## src/hdl/bra_pkg.sv

```systemverilog
// ----------------------------------------------------------------------------
// bra_pkg
// Shared operation codes, field widths and the memory control group of the
// bit store with range-any query.
// ----------------------------------------------------------------------------
package bra_pkg;

    // operation codes carried on the input stream
    localparam logic [1:0] MODE_CLEAR = 2'd0;
    localparam logic [1:0] MODE_GET   = 2'd1;
    localparam logic [1:0] MODE_SET   = 2'd2;
    localparam logic [1:0] MODE_ANY   = 2'd3;

    // fixed field widths
    localparam int MODE_W = 2;
    localparam int POS_W  = 12;
    localparam int END_W  = 13;

    // control strobes from the sequencer to the word memory
    typedef struct packed {
        logic rd_en;
        logic wr_en;
        logic clr;
    } mem_ctl_t;

endpackage

```

## src/hdl/bra_mem.sv

```systemverilog
// ----------------------------------------------------------------------------
// bra_mem
// Word memory of the bit store: one synchronous read port, one write port,
// and one valid flop per word so that a clear empties every word at once.
// ----------------------------------------------------------------------------
module bra_mem
    import bra_pkg::*;
#(
    parameter int WORDS  = 128,
    parameter int WB     = 32,
    parameter int AW     = 7
)
(
    input  logic          clk,
    input  logic          rst_n,
    input  mem_ctl_t      ctl,
    input  logic [AW-1:0] rd_addr,
    input  logic [AW-1:0] wr_addr,
    input  logic [WB-1:0] wr_data,
    output logic [WB-1:0] rd_data
);

    logic [WB-1:0]    ram [WORDS];
    logic [WB-1:0]    q_reg;
    logic [WORDS-1:0] valid_reg;
    logic             vq_reg;

    // storage array, no reset
    always_ff @(posedge clk)
    begin
        if (ctl.wr_en)
        begin
            ram[wr_addr] <= wr_data;
        end
        if (ctl.rd_en)
        begin
            q_reg <= ram[rd_addr];
        end
    end

    // per-word valid flags, a word never written since clear reads as zero
    always_ff @(posedge clk or negedge rst_n)
    begin
        if (!rst_n)
        begin
            valid_reg <= '0;
            vq_reg    <= 1'b0;
        end
        else
        begin
            if (ctl.clr)
            begin
                valid_reg <= '0;
            end
            else if (ctl.wr_en)
            begin
                valid_reg[wr_addr] <= 1'b1;
            end
            if (ctl.rd_en)
            begin
                vq_reg <= valid_reg[rd_addr];
            end
        end
    end

    assign rd_data = vq_reg ? q_reg : '0;

endmodule

```

## config.mk

```make
export PLATFORM = sky130hd
export DESIGN_NAME = bra_mem
export DESIGN_NICKNAME = d
export VERILOG_FILES = /design/src/hdl/bra_pkg.sv /design/src/hdl/bra_mem.sv
export SDC_FILE = /design/constraint.sdc
export NUM_CORES = 2
export LEC_CHECK = 0
export BUFFER_PORTS_ARGS = -buffer_cell sky130_fd_sc_hd__buf_2
export CORE_ASPECT_RATIO = 1.2
export CORE_MARGIN = 5
export CORE_UTILIZATION = 26
export DETAILED_ROUTE_END_ITERATION = 8
export PLACE_DENSITY = 0.38
export SLEW_MARGIN = 30
export SYNTH_ARGS = -nofsm -noshare
export SYNTH_HDL_FRONTEND = slang
export SYNTH_SLANG_ARGS = --single-unit
```

## constraint.sdc

```tcl
create_clock -name clk -period 2 [get_ports clk]
set_input_delay 0.4 -clock clk [delete_from_list [all_inputs] [get_ports clk]]
set_output_delay 0.4 -clock clk [all_outputs]
set_load 0.02 [all_outputs]
```

### Word level (Yosys, flattened, before mapping)

Memories as Yosys holds them, arrays and structs flattened. A register that Yosys moved wholly into a read port is not among the register bits.
Index checks and enable logic that the tools add are counted.

* memory bits (writable): 4096
* output and inout bits: 32
* ROM bits: 0
* register bits: 129
* bits in latches: 0
* memories: 1

Memory list
* ram: depth 128, bits a word 32, read ports 1, clocked after Yosys merged registers in 1, wr ports 1, RTL line bra_mem.sv:23 `logic [WB-1:0] ram [WORDS];`

* bitwise logic cells: 1
* shift-type cells: 0
* equal/unequal tests: 0
* $add $sub $neg: 0
* reductions and logical operators: 2
* multipliers: 0
* div/mod/pow operators: 0
* $lt $le $gt $ge: 3
* mux-type cells: 9

Operators with widths (number)
* $mux 128: 2
* $or 128x128->128: 1
* $mux 32: 1
* $lt 7x8->1 const B: 2
* $bmux 1 s7: 1
* $demux 1 s7: 1
* $ge 7x1->1 const B: 1
* $mux 1: 4
* $reduce_bool 2->1: 1
* $logic_and 1x1->1: 1

### Depth between registers and ports, before layout

* word-level depth: 7
* gate-level depth with buffers: 11

### Worst setup path before layout

No wires, ideal clock.

* path type: input-to-reg
* from: input port wr_addr[1]
* to: memory ram[106][0] (enable)
* data required time: 1.577 ns
* data arrival time: 3.043 ns
* path slack: -1.466 ns
* stages: 5
* cell sequence: clkbuf_1 or3b_2 or2_2 clkbuf_1 nor2_1

RTL lines
* start, declared: RTL line bra_mem.sv:18 `input logic [AW-1:0] wr_addr,`
* end, declared: RTL line bra_mem.sv:23

Straight into the memory's write port.

### Worst setup path after layout

* from: register q_reg[31] (read register of ram)
* to: output port rd_data[31]

* cells in the longest elaborated chain, start to end: 1

Ends and longest elaborated chain
* start, declared: RTL line bra_mem.sv:24 `logic [WB-1:0] q_reg;`
* $mux 32: RTL line bra_mem.sv:66 `assign rd_data = vq_reg ? q_reg : '0;`
* end, declared: RTL line bra_mem.sv:20 `output logic [WB-1:0] rd_data`

No other way between the ends.

==> out/qor.yml <==
crit_path_end_kind: "primary output"
outcome: "finished, violations left"
r2r_start: "ram[59][16]$_DFFE_PP_"
core_um2: 620000
clockRootBuffer: "clkbuf_16"
cp.arrival_ns: 2.13
fmax_ghz: 0.396
drv_cap: 0
cpPeakStageDelay_ns: 0.63
pre_cts_ws_ns: -1.85
synth_nets: 6662
wl_mm: 545
stdcell_count: 16700
crit_required_ns: 1.60
syn_area_um2: 162000
cts_tree: "built"
cp_num_buf_inv: 1
grt_start_max_net_pins: 68
layout.nets: 8057
finClkSkew_ns: 0.0686
port_buffers: 82
hold_path.class: "in -> reg"
synth-edff-count: 4128
ios: 83
rr_endpoint: "q_reg[16]$_DFFE_PP_"
ys_types: 34
synth_top_family_by_area: "multiplexers"
min_period_over_period_pct: 126
leakagePower_nw: 64.5
fp.dieH_um: 873
grt_pass1_wl_mm: 738
start_kind: "register"
hold_ws_ns: 0.142
clk-insertion-delay-late_ns: 1.02
powerDensity_nw_per_um2: 942
place_congestion: 0.776
die_w_um: 730
worstHoldEndpoint: "ram[79][1]$_DFFE_PP_"
detail_route.drc_violations: 0
post-route-min-period_ns: 2.53
dieArea_um2: 637000
crit_type: "reg -> out"
start_util_pct: 26.0
synthAdderAreaFrac_pct: 0
syn_to_final_growth_pct: 27.1
yosys_warnings: 0
violations: "negative setup slack"
largest_register_ff_count: 4096
worstSetupStartpoint: "q_reg[31]$_DFFE_PP_"
first_pass_iters: 5
synth_seq_area_share_pct: 78.7
slowest_stage: "edfxtp_1"
rsz0062_at_grt: "true"
final_hold_viol_count: 0
synthCells: 6611
rows: 317
numCtsBuffers: 435
postRouteAntennaNets: 0
drt_iter0_drc: 7082
synthMuxAreaShare_pct: 18.3
crit_fanout: 1
grt-ovfl-total: 0
slew_headroom_pct: 32.9
clk_pin_slew_worst_paths_ns: 0.06
tns_ns: -20.47
clkSinkCount: 4257
min_from: "wr_addr[1]"
tightest_slew_ns: 1.01
place_inst: 15800
antenna_found_initial: 40
slew_viol_final: 0
wl_per_cell_um: 32.7
hpwl_mm: 358
synth_flop_cell: "edfxtp_1"
finalSetupViolations: 72
drive_gt1_share_pct: 42.0
cts_max_path_buffers: 4
avgSynthCellArea_um2: 24.4
crit_chain: "and2_4, buf_6"
synth-async-reset-ratio_pct: 3.03
track_usage_pct: 16.8
synth_xor_area_share_pct: 0
cpLargestDelayFamily: "flip-flops"
hold_depth: 5
fin_ws_ns: -0.525
power_w: 0.193
route.vias.total: 77500
viasPerCell: 4.65
synthSimpleGateAreaFrac_pct: 1.37
vdd_ir_drop_max_v: 0.000702
cts_max_level: 5
ys_seq_elements: 4257
first_global_vias: 82900
reg2reg_depth: 5
r2r_slack_ns: -0.33
synth_compound_gate_area_share_pct: 0.603
tightest hold or removal path: stages:
cell and delay, ns:
buf_2 0.12, nand3_1 0.06, buf_4 0.16, nor2_4 0.08
buf_12 0.16
repair_timing:
action,4_1_cts,5_1_grt
setup buffers,2,5
setup endpoints to repair,65,65
endpoints found under the hold margin,2472,0
gates resized for setup,320,42
pin swaps,63,21
hold buffers,39,0
gates cloned,2,1
power by group:
part           internal [W]  leakage, nW  switching (W)
registers            0.0982         38.9       0.000199
clock network        0.0472         6.94         0.0356
logic               0.00505         18.6        0.00696
layer usage:
layer	vias up	global-route usage, %	part of all wire [%]
li1	31500	-	-
met1	43700	22.2	42
met2	1751	29.7	51
met3	572	1.92	4.2
met4	16	3.75	2.7
met5	-	0	0.016
through the flow:
step / util [%] / instance area [µm²]
global placement: 30.4 / 188000
CTS: 33.0 / 205000
finish: 33.1 / 205000
detailed placement: 30.4 / 188000
floorplan: - / 163000
global route: 33.1 / 205000
logic make-up (layout without fill, tap and decap cells):
kind of cell,after synthesis,in the layout
buffers and inverters,355,2117
other,0,19
and+or+nand+nor,518,518
DFF,4257,4257
AOI/OAI and AO/OA,150,150
muxes,1331,1331
worst max path at each step:
stage                                      to  slack (ns)  depth (start not counted)
after floorplan           q_reg[26]$_DFFE_PP_       -0.42                          8
after global placement     q_reg[7]$_DFFE_PP_       -2.39                          8
after detailed placement  q_reg[13]$_DFFE_PP_       -1.85                          9
after CTS                         rd_data[31]       -0.72                          2
after global routing              rd_data[31]       -0.60                          2
final                             rd_data[31]       -0.53                          2
final cells by class:
| class | count | area, µm² |
|---|---|---|
| fillers | 58300 | 415000 |
| clock buffers | 516 | 11200 |
| multi-input cells | 1999 | 35200 |
| diodes | 19 | 47.5 |
| repair buffers | 1310 | 18100 |
| well taps | 8294 | 10400 |
| flip-flops and latches | 4257 | 127000 |
| inverters | 3 | 18.8 |
| clock inverters | 288 | 3120 |
placed cells by master (no fill, tap or decap), types with 79 or more instances in the layout:
master / n
buf_12: 618
buf_4: 565
clkbuf_16: 438
clkinv_1: 98
clkinv_2: 79
dfrtp_1: 128
edfxtp_1: 4128
mux4_2: 1303
nor2_1: 258
nor2_4: 128
Yosys cell counts, drive strengths merged, types with 5 or more instances:
master | n | share of area [%]
dfrtp | 129 | 2.0
buf | 158 | 0.50
a22oi | 7 | 0.033
nand2 | 19 | 0.044
or2 | 5 | 0.019
mux4 | 1303 | 18
nor4 | 32 | 0.12
clkbuf | 194 | 0.45
and2 | 33 | 0.13
nor2 | 386 | 0.90
o22ai | 128 | 0.50
nand3b | 6 | 0.028
mux2i | 24 | 0.15
nor2b | 8 | 0.031
edfxtp | 4128 | 77
nand3 | 17 | 0.053
(Power assumes the default switching activity.)
