==> src/hdl/bra_pkg.sv <==
// ----------------------------------------------------------------------------
// bra_pkg
// Shared operation codes, field widths and the memory control group of the
// bit store with range-any query.
// ----------------------------------------------------------------------------
package bra_pkg;

    // operation codes carried on the input stream
    localparam logic [1:0] MODE_CLEAR = 2'd0;
    localparam logic [1:0] MODE_GET   = 2'd1;
    localparam logic [1:0] MODE_SET   = 2'd2;
    localparam logic [1:0] MODE_ANY   = 2'd3;

    // fixed field widths
    localparam int MODE_W = 2;
    localparam int POS_W  = 12;
    localparam int END_W  = 13;

    // control strobes from the sequencer to the word memory
    typedef struct packed {
        logic rd_en;
        logic wr_en;
        logic clr;
    } mem_ctl_t;

endpackage

==> src/hdl/bra_ctrl.sv <==
// ----------------------------------------------------------------------------
// bra_ctrl
// Operation sequencer: decodes each input transfer, runs the read-modify-write
// of a set, the single read of a get and the word walk of a range query, and
// holds the result in the output register.
// ----------------------------------------------------------------------------
module bra_ctrl
    import bra_pkg::*;
#(
    parameter int STORE_BITS = 4096,
    parameter int WORD_BITS  = 32,
    parameter int WIDX       = 7
)
(
    input  logic                 clk,
    input  logic                 rst_n,
    input  logic                 in_valid,
    output logic                 in_ready,
    input  logic [MODE_W-1:0]    mode,
    input  logic [POS_W-1:0]     position,
    input  logic [END_W-1:0]     range_end,
    input  logic                 new_bit,
    output logic                 out_valid,
    input  logic                 out_ready,
    output logic                 answer_bit,
    output logic                 out_of_range,
    output mem_ctl_t             mem_ctl,
    output logic [WIDX-1:0]      rd_addr,
    output logic [WIDX-1:0]      wr_addr,
    output logic [WORD_BITS-1:0] wr_data,
    input  logic [WORD_BITS-1:0] rd_data
);

    localparam int OW = (WORD_BITS > 1) ? $clog2(WORD_BITS) : 1;
    localparam int K  = END_W + 1 + OW;
    localparam int PW = END_W + K + 1 + WIDX;
    localparam logic [PW-1:0] RECIP =
        PW'(((64'd1 << K) + 64'(WORD_BITS) - 64'd1) / 64'(WORD_BITS));

    localparam logic [2:0] ST_IDLE = 3'd0;
    localparam logic [2:0] ST_GETW = 3'd1;
    localparam logic [2:0] ST_SETW = 3'd2;
    localparam logic [2:0] ST_SCAN = 3'd3;
    localparam logic [2:0] ST_RES  = 3'd4;

    // word index by reciprocal multiply, exact for all 13-bit values
    function automatic logic [PW-1:0] word_of(input logic [END_W-1:0] v);
        logic [PW-1:0] prod;
        prod = PW'(v) * RECIP;
        return prod >> K;
    endfunction

    // bit offset inside the word: constant multiply back and subtract
    function automatic logic [OW-1:0] off_of(input logic [END_W-1:0] v,
                                             input logic [PW-1:0]   q);
        logic [PW-1:0] diff;
        diff = PW'(v) - q * PW'(WORD_BITS);
        return diff[OW-1:0];
    endfunction

    logic [2:0]      state_reg, state_next;
    logic [WIDX-1:0] w_reg, w_next;
    logic [WIDX-1:0] last_reg, last_next;
    logic [OW-1:0]   b_reg, b_next;
    logic [OW-1:0]   hi_reg, hi_next;
    logic            nb_reg, nb_next;
    logic            first_reg, first_next;
    logic            rb_reg, rb_next;
    logic            ro_reg, ro_next;
    logic            ov_reg, ov_next;
    logic            ob_reg, ob_next;
    logic            oo_reg, oo_next;

    logic                 pos_over;
    logic                 end_over;
    logic [END_W-1:0]     end_clip;
    logic [END_W-1:0]     end_m1;
    logic                 empty;
    logic [PW-1:0]        pos_q;
    logic [PW-1:0]        endm1_q;
    logic [OW-1:0]        pos_off;
    logic [OW-1:0]        endm1_off;
    logic [WORD_BITS-1:0] scan_mask;
    logic [WORD_BITS-1:0] set_word;
    logic                 hit;

    // input decode: bounds, clipping and word/offset split
    assign pos_over  = 32'(position) >= STORE_BITS;
    assign end_over  = 32'(range_end) > STORE_BITS;
    assign end_clip  = end_over ? END_W'(STORE_BITS) : range_end;
    assign end_m1    = end_clip - END_W'(1);
    assign empty     = {1'b0, position} >= end_clip;
    assign pos_q     = word_of({1'b0, position});
    assign endm1_q   = word_of(end_m1);
    assign pos_off   = off_of({1'b0, position}, pos_q);
    assign endm1_off = off_of(end_m1, endm1_q);

    // mask of the bits of the current word that lie inside the range
    always_comb
    begin
        for (int i = 0; i < WORD_BITS; i++)
        begin
            scan_mask[i] = (!first_reg || (OW'(i) >= b_reg)) &&
                           ((w_reg != last_reg) || (OW'(i) <= hi_reg));
        end
    end

    assign hit = |(rd_data & scan_mask);

    // write-back word of a set
    always_comb
    begin
        set_word        = rd_data;
        set_word[b_reg] = nb_reg;
    end

    assign wr_data = set_word;
    assign wr_addr = w_reg;

    // sequencer
    always_comb
    begin
        state_next = state_reg;
        w_next     = w_reg;
        last_next  = last_reg;
        b_next     = b_reg;
        hi_next    = hi_reg;
        nb_next    = nb_reg;
        first_next = first_reg;
        rb_next    = rb_reg;
        ro_next    = ro_reg;
        ov_next    = ov_reg && !out_ready;
        ob_next    = ob_reg;
        oo_next    = oo_reg;
        mem_ctl    = '0;
        rd_addr    = w_reg;

        case (state_reg)
            ST_IDLE:
            begin
                if (in_valid)
                begin
                    case (mode)
                        MODE_CLEAR:
                        begin
                            mem_ctl.clr = 1'b1;
                        end
                        MODE_GET:
                        begin
                            if (pos_over)
                            begin
                                rb_next    = 1'b0;
                                ro_next    = 1'b1;
                                state_next = ST_RES;
                            end
                            else
                            begin
                                mem_ctl.rd_en = 1'b1;
                                rd_addr       = pos_q[WIDX-1:0];
                                b_next        = pos_off;
                                state_next    = ST_GETW;
                            end
                        end
                        MODE_SET:
                        begin
                            if (!pos_over)
                            begin
                                mem_ctl.rd_en = 1'b1;
                                rd_addr       = pos_q[WIDX-1:0];
                                w_next        = pos_q[WIDX-1:0];
                                b_next        = pos_off;
                                nb_next       = new_bit;
                                state_next    = ST_SETW;
                            end
                        end
                        default:
                        begin
                            rb_next = 1'b0;
                            ro_next = end_over || pos_over;
                            if (pos_over || empty)
                            begin
                                state_next = ST_RES;
                            end
                            else
                            begin
                                mem_ctl.rd_en = 1'b1;
                                rd_addr       = pos_q[WIDX-1:0];
                                w_next        = pos_q[WIDX-1:0];
                                b_next        = pos_off;
                                last_next     = endm1_q[WIDX-1:0];
                                hi_next       = endm1_off;
                                first_next    = 1'b1;
                                state_next    = ST_SCAN;
                            end
                        end
                    endcase
                end
            end
            ST_GETW:
            begin
                rb_next    = rd_data[b_reg];
                ro_next    = 1'b0;
                state_next = ST_RES;
            end
            ST_SETW:
            begin
                mem_ctl.wr_en = 1'b1;
                state_next    = ST_IDLE;
            end
            ST_SCAN:
            begin
                if (hit)
                begin
                    rb_next    = 1'b1;
                    state_next = ST_RES;
                end
                else if (w_reg == last_reg)
                begin
                    state_next = ST_RES;
                end
                else
                begin
                    mem_ctl.rd_en = 1'b1;
                    rd_addr       = w_reg + WIDX'(1);
                    w_next        = w_reg + WIDX'(1);
                    first_next    = 1'b0;
                end
            end
            ST_RES:
            begin
                if (!ov_reg || out_ready)
                begin
                    ov_next    = 1'b1;
                    ob_next    = rb_reg;
                    oo_next    = ro_reg;
                    state_next = ST_IDLE;
                end
            end
            default:
            begin
                state_next = ST_IDLE;
            end
        endcase
    end

    // control registers
    always_ff @(posedge clk or negedge rst_n)
    begin
        if (!rst_n)
        begin
            state_reg <= ST_IDLE;
            ov_reg    <= 1'b0;
        end
        else
        begin
            state_reg <= state_next;
            ov_reg    <= ov_next;
        end
    end

    // working and result payload
    always_ff @(posedge clk)
    begin
        w_reg     <= w_next;
        last_reg  <= last_next;
        b_reg     <= b_next;
        hi_reg    <= hi_next;
        nb_reg    <= nb_next;
        first_reg <= first_next;
        rb_reg    <= rb_next;
        ro_reg    <= ro_next;
        ob_reg    <= ob_next;
        oo_reg    <= oo_next;
    end

    assign in_ready     = (state_reg == ST_IDLE);
    assign out_valid    = ov_reg;
    assign answer_bit   = ob_reg;
    assign out_of_range = oo_reg;

endmodule

==> config.mk <==
export PLATFORM = sky130hd
export DESIGN_NAME = bra_ctrl
export DESIGN_NICKNAME = d
export VERILOG_FILES = /design/src/hdl/bra_pkg.sv /design/src/hdl/bra_ctrl.sv
export SDC_FILE = /design/constraint.sdc
export NUM_CORES = 1
export LEC_CHECK = 0
export ABC_CLOCK_PERIOD_IN_PS = 4900
export BUFFER_PORTS_ARGS = -buffer_cell sky130_fd_sc_hd__buf_2
export CORE_AREA = 2 2 108 110
export CTS_CLUSTER_SIZE = 24
export DETAILED_ROUTE_END_ITERATION = 12
export DIE_AREA = 0 0 110 112
export PLACE_DENSITY = 0.73
export SLEW_MARGIN = 20
export SYNTH_ARGS = -nofsm -noshare
export SYNTH_HDL_FRONTEND = slang
export SYNTH_SLANG_ARGS = --single-unit
==> constraint.sdc <==
create_clock -name clk -period 4.9 [get_ports clk]
set_input_delay 0.245 -clock clk [delete_from_list [all_inputs] [get_ports clk]]
set_output_delay 0.245 -clock clk [all_outputs]
set_load 0.02 [all_outputs]
## Word level (Yosys, flattened, before mapping)

Cells that the tools add are included.

| word-level totals | value |
|---|---|
| memory bits (read-only) | 0 |
| word-level logic and storage cells | 276 |
| output and inout bits | 53 |
| bits in latches | 0 |
| memories kept | 0 |
| register bits | 34 |
| bits in writable memories | 0 |
| bits of input ports | 64 |

| operators by class | value |
|---|---|
| add/subtract/negate cells | 4 |
| multiply operators | 0 |
| equality and inequality tests | 19 |
| reduce and logical (&&, ||, !) cells | 120 |
| muxes and demuxes | 49 |
| shift-type cells | 0 |
| div/mod/pow operators | 0 |
| order comparisons | 68 |
| bitwise logic cells | 4 |

Operator list:

| kind | number |
|---|---|
| $ge A5 B5 Y1 const A | 16 |
| $le A5 B5 Y1 const A | 16 |
| $logic_or A1 B1 Y1 | 65 |
| $pmux W7 S2 | 4 |
| $ge A4 B5 Y1 const A | 8 |
| $le A4 B5 Y1 const A | 8 |
| $mux W7 | 5 |
| $logic_and A1 B1 Y1 | 34 |
| $and A32 B32 Y32 | 1 |
| $bwmux W32 | 1 |
| $reduce_or A32 Y1 | 1 |
| $mux W1 | 22 |
| $ge A3 B5 Y1 const A | 4 |
| $le A3 B5 Y1 const A | 4 |
| $ne A2 B2 Y1 const B | 10 |
| $reduce_and A4 Y1 | 4 |
| $mux W3 | 5 |
| $ge A12 B13 Y1 | 1 |
| $gt A13 B13 Y1 const B | 1 |
| $mux W13 | 1 |
| $pmux W3 S4 | 1 |
| $sub A12 B1 Y12 const B | 1 |
| $ge A1 B5 Y1 const A | 2 |
| $ge A2 B5 Y1 const A | 2 |
| other kinds (32) | 47 |

## Logic depth before layout (Yosys ltp)

Gate-level depths: netlist (run 1).

| logic depth | value |
|---|---|
| depth after elaboration | 7 |
| mapped depth | 15 |
| mapped depth without buffers | 15 |

## Least setup slack after synthesis (run 1)

OpenSTA, ideal clock, no wires.

| timing | value |
|---|---|
| path type | input port to output port |
| start point | input port range_end[3] |
| end point | output port rd_addr[5] |
| path slack | 0.570 ns |
| data required time | 4.655 ns |
| arrival time | 4.085 ns |
| path buffers | 0 |
| stages on the path | 13 |
| path through | or4_1 or4_1 o41ai_2 nand2_1 ha_1 nand2_1 o21bai_1 a2111o_1 o2111ai_1 nand2_1 o21ai_0 a221oi_1 nor3_1 |

| between the ends | value |
|---|---|
| longest elaborated chain between the ends | 7 |

Ends and longest elaborated chain:

| element | RTL line | RTL |
|---|---|---|
| from (decl) | bra_ctrl.sv:21 | `input logic [END_W-1:0] range_end,` |
| $gt A13 B13 Y1 | bra_ctrl.sv:89 | `assign end_over = 32'(range_end) > STORE_BITS;` |
| $mux W13 (*) | bra_ctrl.sv:90 | `assign end_clip = end_over ? END_W'(STORE_BITS) : range_end;` |
| $ge A12 B13 Y1 (*) | bra_ctrl.sv:92 | `assign empty = {1'b0, position} >= end_clip;` |
| $mux W7 (*) | bra_ctrl.sv:180 | `if (pos_over \|\| empty)` |
| $pmux W7 S2 (*) | bra_ctrl.sv:143 | `case (mode)` |
| $mux W7 (*) | bra_ctrl.sv:141 | `if (in_valid)` |
| $pmux W7 S2 (*) | bra_ctrl.sv:138 | `case (state_reg)` |
| to (decl) | bra_ctrl.sv:28 | `output logic [WIDX-1:0] rd_addr,` |

Every way passes the cells marked *; elsewhere a longest branch is shown, timed or not.

## Worst setup path in the final report (run 1)

Same ends and word-level chain as after synthesis.

==> impl_metrics.yaml, run 1 <==
run_status:
  status: "finished, final reports clean"
sta:
  finalHoldViolCount: 0
  period_needed_ps: 4560
  fin_worst_skew_ps: 3.16
  finalSetupViolCount: 0
  max_freq_ghz: 0.219
  slew_violations: 0
  fin_setup_tns_ps: 0
  period_share_pct: 93.1
  worst_pin_slew_ps: 1010
  relSlewSlack_pct: 32.2
  layout_setup_ws_ps: 338
synthesis:
  ys_top_cells_by_area: "edfxtp_1 20%, mux2_2 7.2%, nand2_1 5.3%"
  yosys.area.top_type: "edfxtp_1"
  synth_seq_cells: 34
  synth_area_um2: 4400
  avgSynthCellArea_um2: 8.03
  synthCells: 548
  async_flop_share_pct: 11.8
  ys_warn_count: 0
  synth-edff-count: 30
  ys.flop_type: "edfxtp_1"
  synth.top_cell.area_share_pct: 20.5
  synthDistinctLibCells: 74
  yosysSeqAreaShare_pct: 22.7
  synth_nets: 630
power:
  internal_power_uw: 736
  peakVddDrop_v: 0.000168
  switching_share_pct: 39.5
  p_leak_nw: 2.11
  power_frac_comb_pct: 41.5
  clockPowerShare_pct: 25.0
  seqPwrFrac_pct: 33.6
  p_switching_uw: 480
  powerDensity_nw_per_um2: 233
clock_tree:
  cts_buffers: 5
  post_cts_buffers: 0
  clock_sinks: 34
  cts_tree: "yes"
  clkLatencyLatePin_ps: 280
  cts_max_level: 2
  clock_path_buffers: 2
  clkTransAtPathRegs_ps: 50
  cts_root_buf: "clkbuf_16"
finish:
  multiInputGateArea_um2: 3150
  drive_above_1_share_pct: 30.9
  insertedDiodeCount: 0
  fin_nets: 726
  seq_area_um2: 1000
  finalInstanceArea_um2: 5220
  area_growth_pct: 18.5
  fin_util_pct: 46.7
  fillers: 1101
grt:
  antenna_found_initial: 0
  grt_pass1_vias: 4468
  overflow: 0
  grt_pass1_wl_mm: 23.4
  grt_util_all_layers_pct: 24.0
  grt_max_degree: 33
setup_path:
  crit_type: "in -> out"
  r2r-start: "b_reg[1]"
  crit_fanout: 9
  worstSetupStartpoint: "range_end[3]"
  crit_required_ps: 4660
  worst_setup_path_end_kind: "output pin"
  critPathArrivalTime_ps: 4320
  cp-start-kind: "input port"
detailed_routing:
  dr.first_iter.drc_count: 353
  vias: 4865
  antenna_left: 0
  wl_per_cell_um: 19.2
  drt-pass1-iter-count: 5
  wl_mm: 15.1
  viasPerCell: 6.17
  drc: 0
min_path:
  min_from: "new_bit"
  hold_class: "in -> reg"
die:
  die_w_um: 110
  ios: 117
  die_y_um: 112
  fp.coreArea_um2: 11200
  die-area_um2: 12300
  initial_utilization_pct: 39.4
  rows: 39
flow_run:
  cap_violations: 0
place:
  place.gp.congestion: 0.989
  dp_slack_ps: 152
  dpl.hpwl_mm: 11.5
  postPlaceCellArea_um2: 5040
  io_buffers: 116
[timing repair]
item / in CTS / in global routing
hold endpoints to repair: 4 / 0
hold buffers: 1 / 0
resized for setup: 0 / 3
endpoints found under the setup margin: 0 / 5
[layout make-up]
type	instances	area share (%)
clock buffers	5	2.40
clock inverters	3	0.312
inverters	22	1.58
multi-input cells	455	60.5
flip-flops and latches	34	19.2
well taps	143	3.43
repair buffers	126	12.6
[synthesized netlist by cell type, drive strengths merged (7+ instances only)]
master and n:
a31oi 7, nor3 18, nand4 7, mux2 28, o21ai 34, inv 22, a21oi 25, edfxtp 30
xor2 10, ha 18, nand2 62, buf 17, nor2b 8, nand3 30, o21a 7, a211oi 14
mux4 8, nor2 57, clkbuf 20, nand2b 8, and3 9, o22ai 7
[power groups by stage]
stage	logic [mW]	registers, mW	clock network [mW]
global placement	0.483	0.410	0
finish	0.504	0.408	0.304
floorplan	0.343	0.387	0
detailed placement	0.492	0.412	0
CTS	0.496	0.407	0.304
global route	0.548	0.413	0.312
[cell usage in the layout, fill, tap and decap left out, types with 18 or more instances in the layout]
master    instances
buf_2           116
nand2_1          62
nor2_1           56
o21ai_0          32
edfxtp_1         30
nand3_1          29
mux2_2           28
a21oi_1          25
inv_1            22
ha_1             18
[worst max-delay path: stages]
cell	delay (ps)
buf_2	110
or4_1	620
or4_1	520
o41ai_4	420
nand2_1	150
ha_1	320
nor2b_1	140
o21bai_1	70
a2111o_1	400
o2111ai_1	110
nand2_1	250
nor2_1	270
a211oi_2	120
a221oi_1	300
nor3_1	100
buf_2	170
[layer usage]
metal	track usage, %	vias up	share of wire [%]
met2	38.4	301	45
li1	-	2268	-
met1	32.9	2266	42
met5	0	-	0
met3	2.87	30	9.8
met4	8.95	0	3.2
[kinds of logic (layout without fill, tap and decap cells)]
family                   after synthesis  count (layout)  share of synthesized area, %
adder cells (fa/ha/maj)               18              18                          5.12
flip-flops                            34              34                          22.7
multiplexers                          41              41                          12.4
XOR/XNOR                              14              14                          2.96
AND/OR/NAND/NOR                      225             225                          25.5
buffers and inverters                 59             156                          6.11
AO/OA/AOI/OAI                        157             157                          25.2
[worst paths after layout]
kind | end | slack [ps] | cells after the start
max reg2reg | wr_addr[5] | 1070 | 9
min in group asynchronous | state_reg[1] | 300 | 2
max | rd_addr[5] | 340 | 16
max in group asynchronous | state_reg[0] | 4480 | 2
min | nb_reg | 150 | 1
min reg2reg | out_of_range | 430 | 0
[stage by stage]
step | power [mW] | std cells | hold slack, ps
floorplan | 0.730 | 548 | -50.6
global placement | 0.893 | 779 | 55.7
detailed placement | 0.904 | 779 | 59.2
CTS | 1.21 | 788 | 149
global route | 1.27 | 788 | 146
finish | 1.22 | 788 | 148
No activity file was read; power rests on OpenSTA's default activity.
==> run 2: changes to the inputs <==
--- a/config.mk
+++ b/config.mk
@@ -7,11 +7,11 @@
 export LEC_CHECK = 0
 export ABC_CLOCK_PERIOD_IN_PS = 4900
 export BUFFER_PORTS_ARGS = -buffer_cell sky130_fd_sc_hd__buf_2
-export CORE_AREA = 2 2 108 110
+export CORE_AREA = 8 8 99 101
 export CTS_CLUSTER_SIZE = 24
 export DETAILED_ROUTE_END_ITERATION = 12
-export DIE_AREA = 0 0 110 112
-export PLACE_DENSITY = 0.73
+export DIE_AREA = 0 0 107 109
+export PLACE_DENSITY = 0.91
 export SLEW_MARGIN = 20
 export SYNTH_ARGS = -nofsm -noshare
 export SYNTH_HDL_FRONTEND = slang
==> run 2 against run 1 <==
  * Largest cell class unchanged
  * Maximum frequency is 2.1% lower
  * Count of clock-buffer cells in the layout did not move
  * Via count is 0.60% higher
  * Final area down 0.72%
  * First-iteration DRC count down 18%
  * Critical endpoint is now rd_addr[6]
  * Global-route usage increased by 1.3 points
  * Flip-flop and latch count stayed put
  * Clock power grew 3%
  * Worst setup slack got worse by 97 ps
  * Hold slack got worse by 19 ps
  * Die area down 5.3%
==> impl_metrics.yaml, run 2 (synthesis gave the netlist of run 1 again) <==
run_status:
  status: "finished, final reports clean"
die:
  ios: 117
  die_w_um: 107
  die-area_um2: 11700
  fp.coreArea_um2: 8380
  die_y_um: 109
  rows: 34
  initial_utilization_pct: 52.5
setup_path:
  crit_required_ps: 4660
  crit_chain: "buf_2 > or4_1 > or4_1 > o41ai_4 > nand2_1 > ha_1 > nor2b_1 > o21bai_1 > a2111o_1 > o2111ai_1 > nand2_1 > o21ai_1 > nand2_1 > a31o_2 > o211ai_1 > buf_2"
  reg2reg_setup_slack_ps: 1100
  critPathTopFamily: "simple AND/OR/NAND/NOR gates"
  path_buf_inv: 2
  crit_type: "in -> out"
  critPathArrivalTime_ps: 4410
  r2r_cells: 9
  worst_setup_path_end_kind: "output pin"
  timing.rr.end: "wr_addr[5]"
  slowest_stage: "or4_1"
  cp-start-kind: "input port"
  crit_fanout: 9
  r2r-start: "b_reg[2]"
  path_common_cell: "nand2_1"
  critPathMaxStageDelay_ps: 640
detailed_routing:
  antenna_left: 0
  wl_mm: 15.1
  drt-pass1-iter-count: 5
  vias: 4894
  dr.first_iter.drc_count: 288
  drc: 0
  wl_per_cell_um: 20.0
  viasPerCell: 6.48
min_path:
  hold_class: "in -> reg"
  hold_end: "nb_reg"
  hold_depth: 1
  min_from: "new_bit"
finish:
  fin_util_pct: 61.8
  area_growth_pct: 17.6
  fin_nets: 728
  fin_cells: 755
  layout_common_cells: "116 x buf_2, 62 x nand2_1, 56 x nor2_1"
  fillers: 778
  drive_above_1_share_pct: 31.1
  insertedDiodeCount: 0
  finalInstanceArea_um2: 5180
  layout_commonest_cell: "buf_2"
sta:
  layout_setup_ws_ps: 241
  finalSetupViolCount: 0
  period_needed_ps: 4660
  worst_pin_slew_ps: 1140
  period_share_pct: 95.1
  fin_worst_skew_ps: 5.59
  finalHoldViolCount: 0
  max_freq_ghz: 0.215
  relSlewSlack_pct: 23.2
  fin_setup_tns_ps: 0
  whs_ps: 129
  slew_violations: 0
  rsz0062_at_grt: "false"
grt:
  grt_pass1_wl_mm: 24.0
  overflow: 0
  grt_util_all_layers_pct: 25.3
  antenna_found_initial: 0
  grt_max_degree: 33
  grt_pass1_vias: 4820
clock_tree:
  post_cts_buffers: 0
  clock_sinks: 34
  clkTransAtPathRegs_ps: 70
  cts_root_buf: "clkbuf_8"
  clock_path_buffers: 2
  cts_tree: "yes"
  cts_buffers: 5
  cts_max_level: 2
  clkLatencyLatePin_ps: 290
place:
  place.gp.congestion: 0.956
  dp_slack_ps: 84.0
  dpl.hpwl_mm: 12.0
  place_inst: 746
  io_buffers: 116
  postPlaceCellArea_um2: 5010
flow_run:
  cap_violations: 0
power:
  p_leak_nw: 2.11
  peakVddDrop_v: 0.000178
  powerDensity_nw_per_um2: 236
  total_power_mw: 1.22
==> run 2: changes by cell type in the layout (fill, tap and decap cells not counted) <==
cell,delta
clkbuf_16,-5
clkbuf_8,+5
buf_4,+2
bufinv_16,+2
clkinv_1,-1
clkinv_2,-1
clkinv_4,+1
clkinvlp_4,-1
o31ai_1,+1
o31ai_2,-1
==> run 2: per-layer routing <==
layer	GRT usage, %	vias up	part of all wire [%]
met2	40.7	277	45
met3	5.20	48	9.2
li1	-	2280	-
met4	14.3	0	4.8
met1	31.1	2289	41
met5	0	-	0
==> run 2: final cells by class <==
class,instances,area (µm²),area share [%]
multi-input combinational,455,3150,60.8
inverter,22,82.6,1.59
timing repair buffer,128,673,13.0
sequential,34,1000,19.3
clock buffer,5,68.8,1.33
clock inverter,3,68.8,1.33
tap,108,135,2.61
==> run 2: power by group <==
| part | total (mW) | leakage [nW] | internal (mW) | switching, mW |
|---|---|---|---|---|
| combinational | 0.504 | 1.72 | 0.199 | 0.305 |
| clock | 0.312 | 0.0683 | 0.204 | 0.108 |
| sequential | 0.405 | 0.326 | 0.351 | 0.0546 |
| total | 1.22 | 2.11 | 0.754 | 0.467 |
==> run 2: timing repair <==
| item | 4_1_cts | 5_1_grt |
|---|---|---|
| endpoints found under the hold margin | 4 | 0 |
| gates resized for setup | 0 | 3 |
| endpoints found under the setup margin | 0 | 5 |
| hold buffers | 1 | 0 |
==> run 2: worst max-delay path by stage <==
stage            startpoint    endpoint  slack [ps]  depth (start not counted)
2_1_floorplan  range_end[3]  rd_addr[5]         570                         13
3_3_place_gp   range_end[3]  rd_addr[6]         280                         16
3_5_place_dp   range_end[3]  rd_addr[6]          80                         16
4_1_cts        range_end[3]  rd_addr[6]          70                         16
5_1_grt        range_end[3]  rd_addr[6]          70                         16
6_report       range_end[3]  rd_addr[6]         240                         16
==> run 2: worst reg2reg max path, delay by kind of cell (launching register included) <==
kind | cells | cell delay (ps)
and+or+nand+nor | 5 | 1390
DFF | 1 | 980
AOI/OAI and AO/OA | 3 | 930
buffers and inverters | 1 | 240
